File: config.mk
export PLATFORM = sky130hd
export DESIGN_NAME = dkhc_ram
export DESIGN_NICKNAME = d
export VERILOG_FILES = /design/src/hdl/dkhc_ram.sv
export SDC_FILE = /design/constraint.sdc
export NUM_CORES = 1
export LEC_CHECK = 0
export BUFFER_PORTS_ARGS = -buffer_cell sky130_fd_sc_hd__buf_2
export CAP_MARGIN = 20
export CORE_MARGIN = 1.5
export CORE_UTILIZATION = 30
export CTS_CLUSTER_DIAMETER = 40
export DETAILED_ROUTE_END_ITERATION = 6
export GPL_TIMING_DRIVEN = 0
export PLACE_DENSITY_LB_ADDON = 0.1
export SLEW_MARGIN = 10
export SYNTH_ARGS = -nofsm -noshare
export SYNTH_HDL_FRONTEND = slang
export SYNTH_SLANG_ARGS = --single-unit
File: constraint.sdc
create_clock -name clock -period 1.4 [get_ports clock]
set_input_delay 0 -clock clock [delete_from_list [all_inputs] [get_ports clock]]
set_output_delay 0 -clock clock [all_outputs]
set_load 0.01 [all_outputs]
File: src/hdl/dkhc_ram.sv
`default_nettype none

module dkhc_ram #(
   parameter int WIDTH = 8,
   parameter int DEPTH = 16,
   localparam int ADDR_W = (DEPTH > 1) ? $clog2(DEPTH) : 1
) (
   input  wire logic              clock,
   input  wire logic              wr_en,
   input  wire logic [ADDR_W-1:0] wr_addr,
   input  wire logic [WIDTH-1:0]  wr_data,
   input  wire logic              rd_en,
   input  wire logic [ADDR_W-1:0] rd_addr,
   output logic      [WIDTH-1:0]  rd_data
);

   logic [WIDTH-1:0] mem [DEPTH];

   always_ff @(posedge clock) begin
      if (wr_en) begin
         mem[wr_addr] <= wr_data;
      end
      if (rd_en) begin
         rd_data <= mem[rd_addr];
      end
   end

endmodule

`default_nettype wire

==> metrics.cfg, run 1 <==
[clock_network]
cts.htree.levels=4
cts.sinks=136
cts_post_setup_buffers_inserted=0
cts_tree=yes
clk_path_buf_depth=2
path_clk_slew_ns=0.06
cts_buffers=17
cts-root-buf=clkbuf_16
clk_latency_ns=0.41

[global_route]
grt_max_degree=17
first_global_vias=2487
overflow=0
antenna_found_initial=0
grt_pass1_wl_um=16600
track_usage=0.137

[floorplanning]
start_util=0.304
ios=27
rows=48
die_y_um=135
die_area_mm2=0.0182
fp.dieW_um=135
core-area_mm2=0.0172

[detailed_routing]
num_vias=2406
drtIter0Drc=206
drc=0
post_drt_wl_per_cell_um=22.2
dr.pass1.iters=4
ant_nets=0
viasPerCell=4.67
drt_wl_total_um=11400

[cells_and_area]
fin_nets=296
regArea_mm2=0.00408
finish.utilization=0.364
diodes=0
area_delta_synth_final_pct=19.5
final_layout_size_suffix_gt1_frac=0.359
fillCellCount=1644
multi_input_area_mm2=0.00109

[logic_synthesis]
yosysUniqueCellTypes=18
syn-num-nets=248
syn_area_mm2=0.00523
syn_avg_cell_area_um2=22.8
seq_area_frac_synth=0.781
synth_cells=229
synth.ff_latch_count=136
yosysWarnings=0

[worst_setup_path]
crit_fanout=1
end_kind=flip-flop
start_kind=flip-flop
crit_type=flip-flop to flip-flop
critPathRequiredTime_ns=1.55
path_cells=mux4_1, a22oi_1, nand2_1
max_stage_delay_ns=0.51
arrival_ns=1.63
crit_path_top_delay_cell=mux4_1

[timing]
finalCriticalPeriod_ns=1.48
period_share=1.06
fmax_mhz=675
hold_viol_final=0
finalSetupViolations=5
fin_skew_ns=0.00653
setup_ws_ns=-0.0806
worst_pin_slew_ns=0.858
whs_ns=0.00919
rsz0062_at_grt=yes
slew_violations=0
slew_headroom=0.426
fin_tns_setup_ns=-0.261

[place]
portBuffers=25
pre_cts_slack_ns=-0.372
hpwl_um=7240
gp_congestion=0.636

[pwr]
pwr-share-clk=0.446
ir_drop_mv=0.761
switching_share=0.201
total_power_mw=9.21
combPwrFrac=0.053
leakage_nw=2.02
p_seq_frac=0.501
p_int_mw=7.35
power_density_mw_per_mm2=1470
switchingPower_mw=1.85

[worst_hold_path]
hp-class=input port to flip-flop

[status]
status=complete, but fails checks
violations=negative setup slack

[job]
drv_cap=0

-- critical path: cells and delay by family (launching register included) --
kind,cells,cell delay [ns]
AND/OR/NAND/NOR,1,0.08
AO/OA/AOI/OAI,1,0.29
multiplexers,1,0.51
flip-flops,1,0.35
-- cell type report --
type	instances	area share
multi-input combinational	83	0.174
clock inverter	13	0.0178
buffer	10	0.0138
timing repair buffer	29	0.0260
clock buffer	19	0.0693
sequential	136	0.654
tap	225	0.0451
-- kinds of logic (layout without fill, tap and decap cells) --
group           after synthesis  in the layout  synth area share
compound gates               16             16            0.0230
buf+inv                      10             71            0.0165
mux                          32             32             0.148
simple gates                 35             35            0.0314
flops                       136            136             0.781
-- layer usage --
metal  part of all wire  track usage
met1               0.48        0.186
met2               0.47        0.208
met3              0.035       0.0462
met4             0.0090       0.0466
met5                  0            0
-- per-stage QoR --
step | area, um2 | std cells
2_1_floorplan | 5230 | 229
3_3_place_gp | 5640 | 479
3_5_place_dp | 5660 | 480
4_1_cts | 6240 | 515
5_1_grt | 6250 | 515
6_report | 6250 | 515
-- placed cells by master (no fill, tap or decap), drive strengths merged --
cell type | synthesis | routed
nand2 | 9 | 9
nor2b | 1 | 1
nor3 | 4 | 4
and2 | 1 | 1
a22oi | 16 | 16
clkinv | 0 | 11
nor2 | 13 | 13
or3b | 1 | 1
buf | 7 | 33
and2b | 1 | 1
bufinv | 0 | 2
nand3 | 1 | 1
clkbuf | 0 | 19
nand3b | 2 | 2
clkdlybuf4s25 | 3 | 3
edfxtp | 136 | 136
nand2b | 2 | 2
mux4 | 32 | 32
dlygate4sd3 | 0 | 3
-- sequential cells by signal (all words and copies together) (netlist names) --
name     cells
rd_data      8
mem        128
-- Yosys cell counts --
cell	n	area, um2
or3b_2	1	8.76
buf_4	1	7.51
buf_6	3	33.8
nand2_1	9	33.8
mux4_1	14	368
edfxtp_1	136	4080
a22oi_1	16	120
nor2_1	13	48.8
and2b_1	1	7.51
nand3b_1	2	15.0
nand3_1	1	5.00
nor2b_1	1	6.26
and2_1	1	6.26
clkdlybuf4s25_2	3	30.0
nand2b_1	2	12.5
nor3_1	4	20.0
buf_2	3	15.0
mux4_2	18	405
-- final timing paths --
check / from / depth (start not counted) / slack [ns] / to
max: mem[1][5] / 3 / -0.08 / rd_data[5]
min: wr_data[2] / 1 / 0.009 / mem[15][2]
max reg2reg: mem[1][5] / 3 / -0.08 / rd_data[5]
min reg2reg: mem[8][5] / 3 / 0.77 / rd_data[5]
-- power by group through the flow --
stage	Clock (mW)	Combinational, mW	Sequential (mW)
floorplan	0	0.232	4.70
global placement	0	0.459	4.69
detailed placement	0	0.470	4.69
CTS	4.20	0.491	4.61
global route	4.37	0.531	4.62
finish	4.11	0.486	4.61
-- what timing repair did --
action | in CTS | in global routing
cloned | 0 | 0
hold buffers | 3 | 0
pin swaps | 7 | 2
setup endpoints to repair | 8 | 8
resized for setup | 11 | 7
endpoints found under the hold margin | 40 | 0
(Power assumes the default switching activity.)
==> inputs of run 2 (changes only) <==
==> constraint.sdc (replaced) <==
create_clock -name clock -period 1.4 [get_ports clock]
set_input_delay 0.35 -clock clock [delete_from_list [all_inputs] [get_ports clock]]
set_output_delay 0.35 -clock clock [all_outputs]
set_load 0.01 [all_outputs]
==> run 2 against run 1 <==
Compared with the run above:
- total power rose by 13%
- hold slack improved by 0.27 ns
- design area rose by 2.8%
- sequential power barely moved
- critical path type is now input port to flip-flop
- clock skew rose by 0.00066 ns
- largest power group is now clock
- routed wire length fell by 1.6%
- largest cell class unchanged
- die area did not move
- core utilization rose by 1.0 points
- via count fell by 1.5%
- the run still ends with negative setup slack left
- flip-flop and latch count did not move
- setup slack got worse by 0.013 ns
- critical path depth did not move
==> metrics.cfg, run 2 (synthesis gave the netlist of run 1 again) <==
[status]
status=complete, but fails checks
violations=negative setup slack

[clock_network]
clk_path_buf_depth=2
cts-root-buf=clkbuf_16
cts_post_setup_buffers_inserted=0
path_clk_slew_ns=0.06
cts_tree=yes
cts.htree.levels=4
clk_latency_ns=0.42
cts.sinks=136
cts_buffers=17

[timing]
fmax_mhz=669
whs_ns=0.275
finalSetupViolations=37
slew_headroom=0.387
period_share=1.07
setup_ws_ns=-0.0940
rsz0062_at_grt=yes
fin_skew_ns=0.00719
slew_violations=0
hold_viol_final=0
worst_pin_slew_ns=0.917
finalCriticalPeriod_ns=1.49
fin_tns_setup_ns=-1.88

[floorplanning]
start_util=0.304
fp.dieW_um=135
ios=27
die_area_mm2=0.0182
die_y_um=135
rows=48
core-area_mm2=0.0172

[place]
gp_congestion=0.655
pre_cts_slack_ns=-0.525
place_inst=479
place_area_mm2=0.00566
hpwl_um=7210
portBuffers=25

[global_route]
first_global_vias=2402
grt_pass1_wl_um=16300
track_usage=0.134
overflow=0
antenna_found_initial=0
grt_max_degree=17

[cells_and_area]
final_layout_size_suffix_gt1_frac=0.416
fin_nets=292
regMostFlops=mem
area_delta_synth_final_pct=22.9
diodes=0
top_regs=mem x128, rd_data x8
fin_area_mm2=0.00642
layout_commonest_cell=edfxtp_1
finish.utilization=0.374
final_cell_mix=136 x edfxtp_1, 32 x mux4_2, 28 x buf_2
largest_register_ffs=128
fin_cells=511

[pwr]
pwr-share-clk=0.509
combPwrFrac=0.048
p_int_mw=8.48
total_power_mw=10.4
ir_drop_mv=0.857
switchingPower_mw=1.94
leakage_nw=2.06
power_density_mw_per_mm2=1620
switching_share=0.186
p_seq_frac=0.443

[detailed_routing]
post_drt_wl_per_cell_um=22.0
num_vias=2369
met1_length_um=5560
ant_nets=0
dr_wl_met3_um=407
wl_met2_um=5070
viasPerCell=4.64
drt_wl_total_um=11200
drtIter0Drc=185
drc=0
dr.max_layer_used=met4
dr.pass1.iters=6

[worst_setup_path]
arrival_ns=1.53
crit_type=input port to flip-flop
startpoint=wr_addr[2]
start_kind=input port
crit_path_top_delay_cell=nor2_1
end_kind=flip-flop
reg2reg_from=mem[7][1]
critPathRequiredTime_ns=1.44
crit_fanout=8
max_stage_delay_ns=0.77
path_cells=buf_2, nand3b_1, nor2_1

[worst_hold_path]
min-delay-start=rd_en
hp-class=input port to flip-flop

[job]
drv_cap=0

## run 2: cell types whose count changed in the layout (fill, tap and decap cells not counted), sizes merged
cell / delta
clkinvlp: +2
dlygate4sd3: -3
bufinv: +6
clkinv: -7
buf: -1
clkbuf: -1
## run 2: layer usage
| layer | global-route usage | vias up |
|---|---|---|
| met1 | 0.196 | 1249 |
| li1 | - | 1056 |
| met4 | 0.0609 | 0 |
| met3 | 0.0338 | 13 |
| met2 | 0.187 | 51 |
| met5 | 0 | - |
## run 2: worst paths after layout
check	endpoint	slack [ns]	depth (start not counted)
min	rd_data[7]	0.28	1
max	mem[11][0]	-0.09	3
max reg2reg	rd_data[1]	-0.04	3
min reg2reg	rd_data[4]	0.77	3
## run 2: cell type report
| cell class | instances | area [um2] |
|---|---|---|
| buffer | 10 | 120 |
| clock buffer | 18 | 429 |
| clock inverter | 14 | 277 |
| fill | 1604 | 10800 |
| multi-input combinational | 83 | 1110 |
| sequential | 136 | 4080 |
| tap | 225 | 282 |
| timing repair buffer | 25 | 125 |
## run 2: critical path: cells and delay by family
family	cells	cell delay, ns
simple gates	2	1.06
buf+inv	1	0.12
## run 2: repair_timing
item / 4_1_cts / 5_1_grt
pin swaps: 2 / 0
endpoints found under the setup margin: 58 / 72
gates resized for setup: 11 / 5
hold buffers: 0 / 0
## run 2: power by group through the flow
| stage | Clock [mW] | Combinational (mW) | Sequential (mW) |
|---|---|---|---|
| 4_1_cts | 5.38 | 0.511 | 4.61 |
| 3_3_place_gp | 0 | 0.489 | 4.69 |
| 3_5_place_dp | 0 | 0.493 | 4.69 |
| 5_1_grt | 5.56 | 0.545 | 4.61 |
| 2_1_floorplan | 0 | 0.257 | 4.70 |
| 6_report | 5.30 | 0.501 | 4.61 |
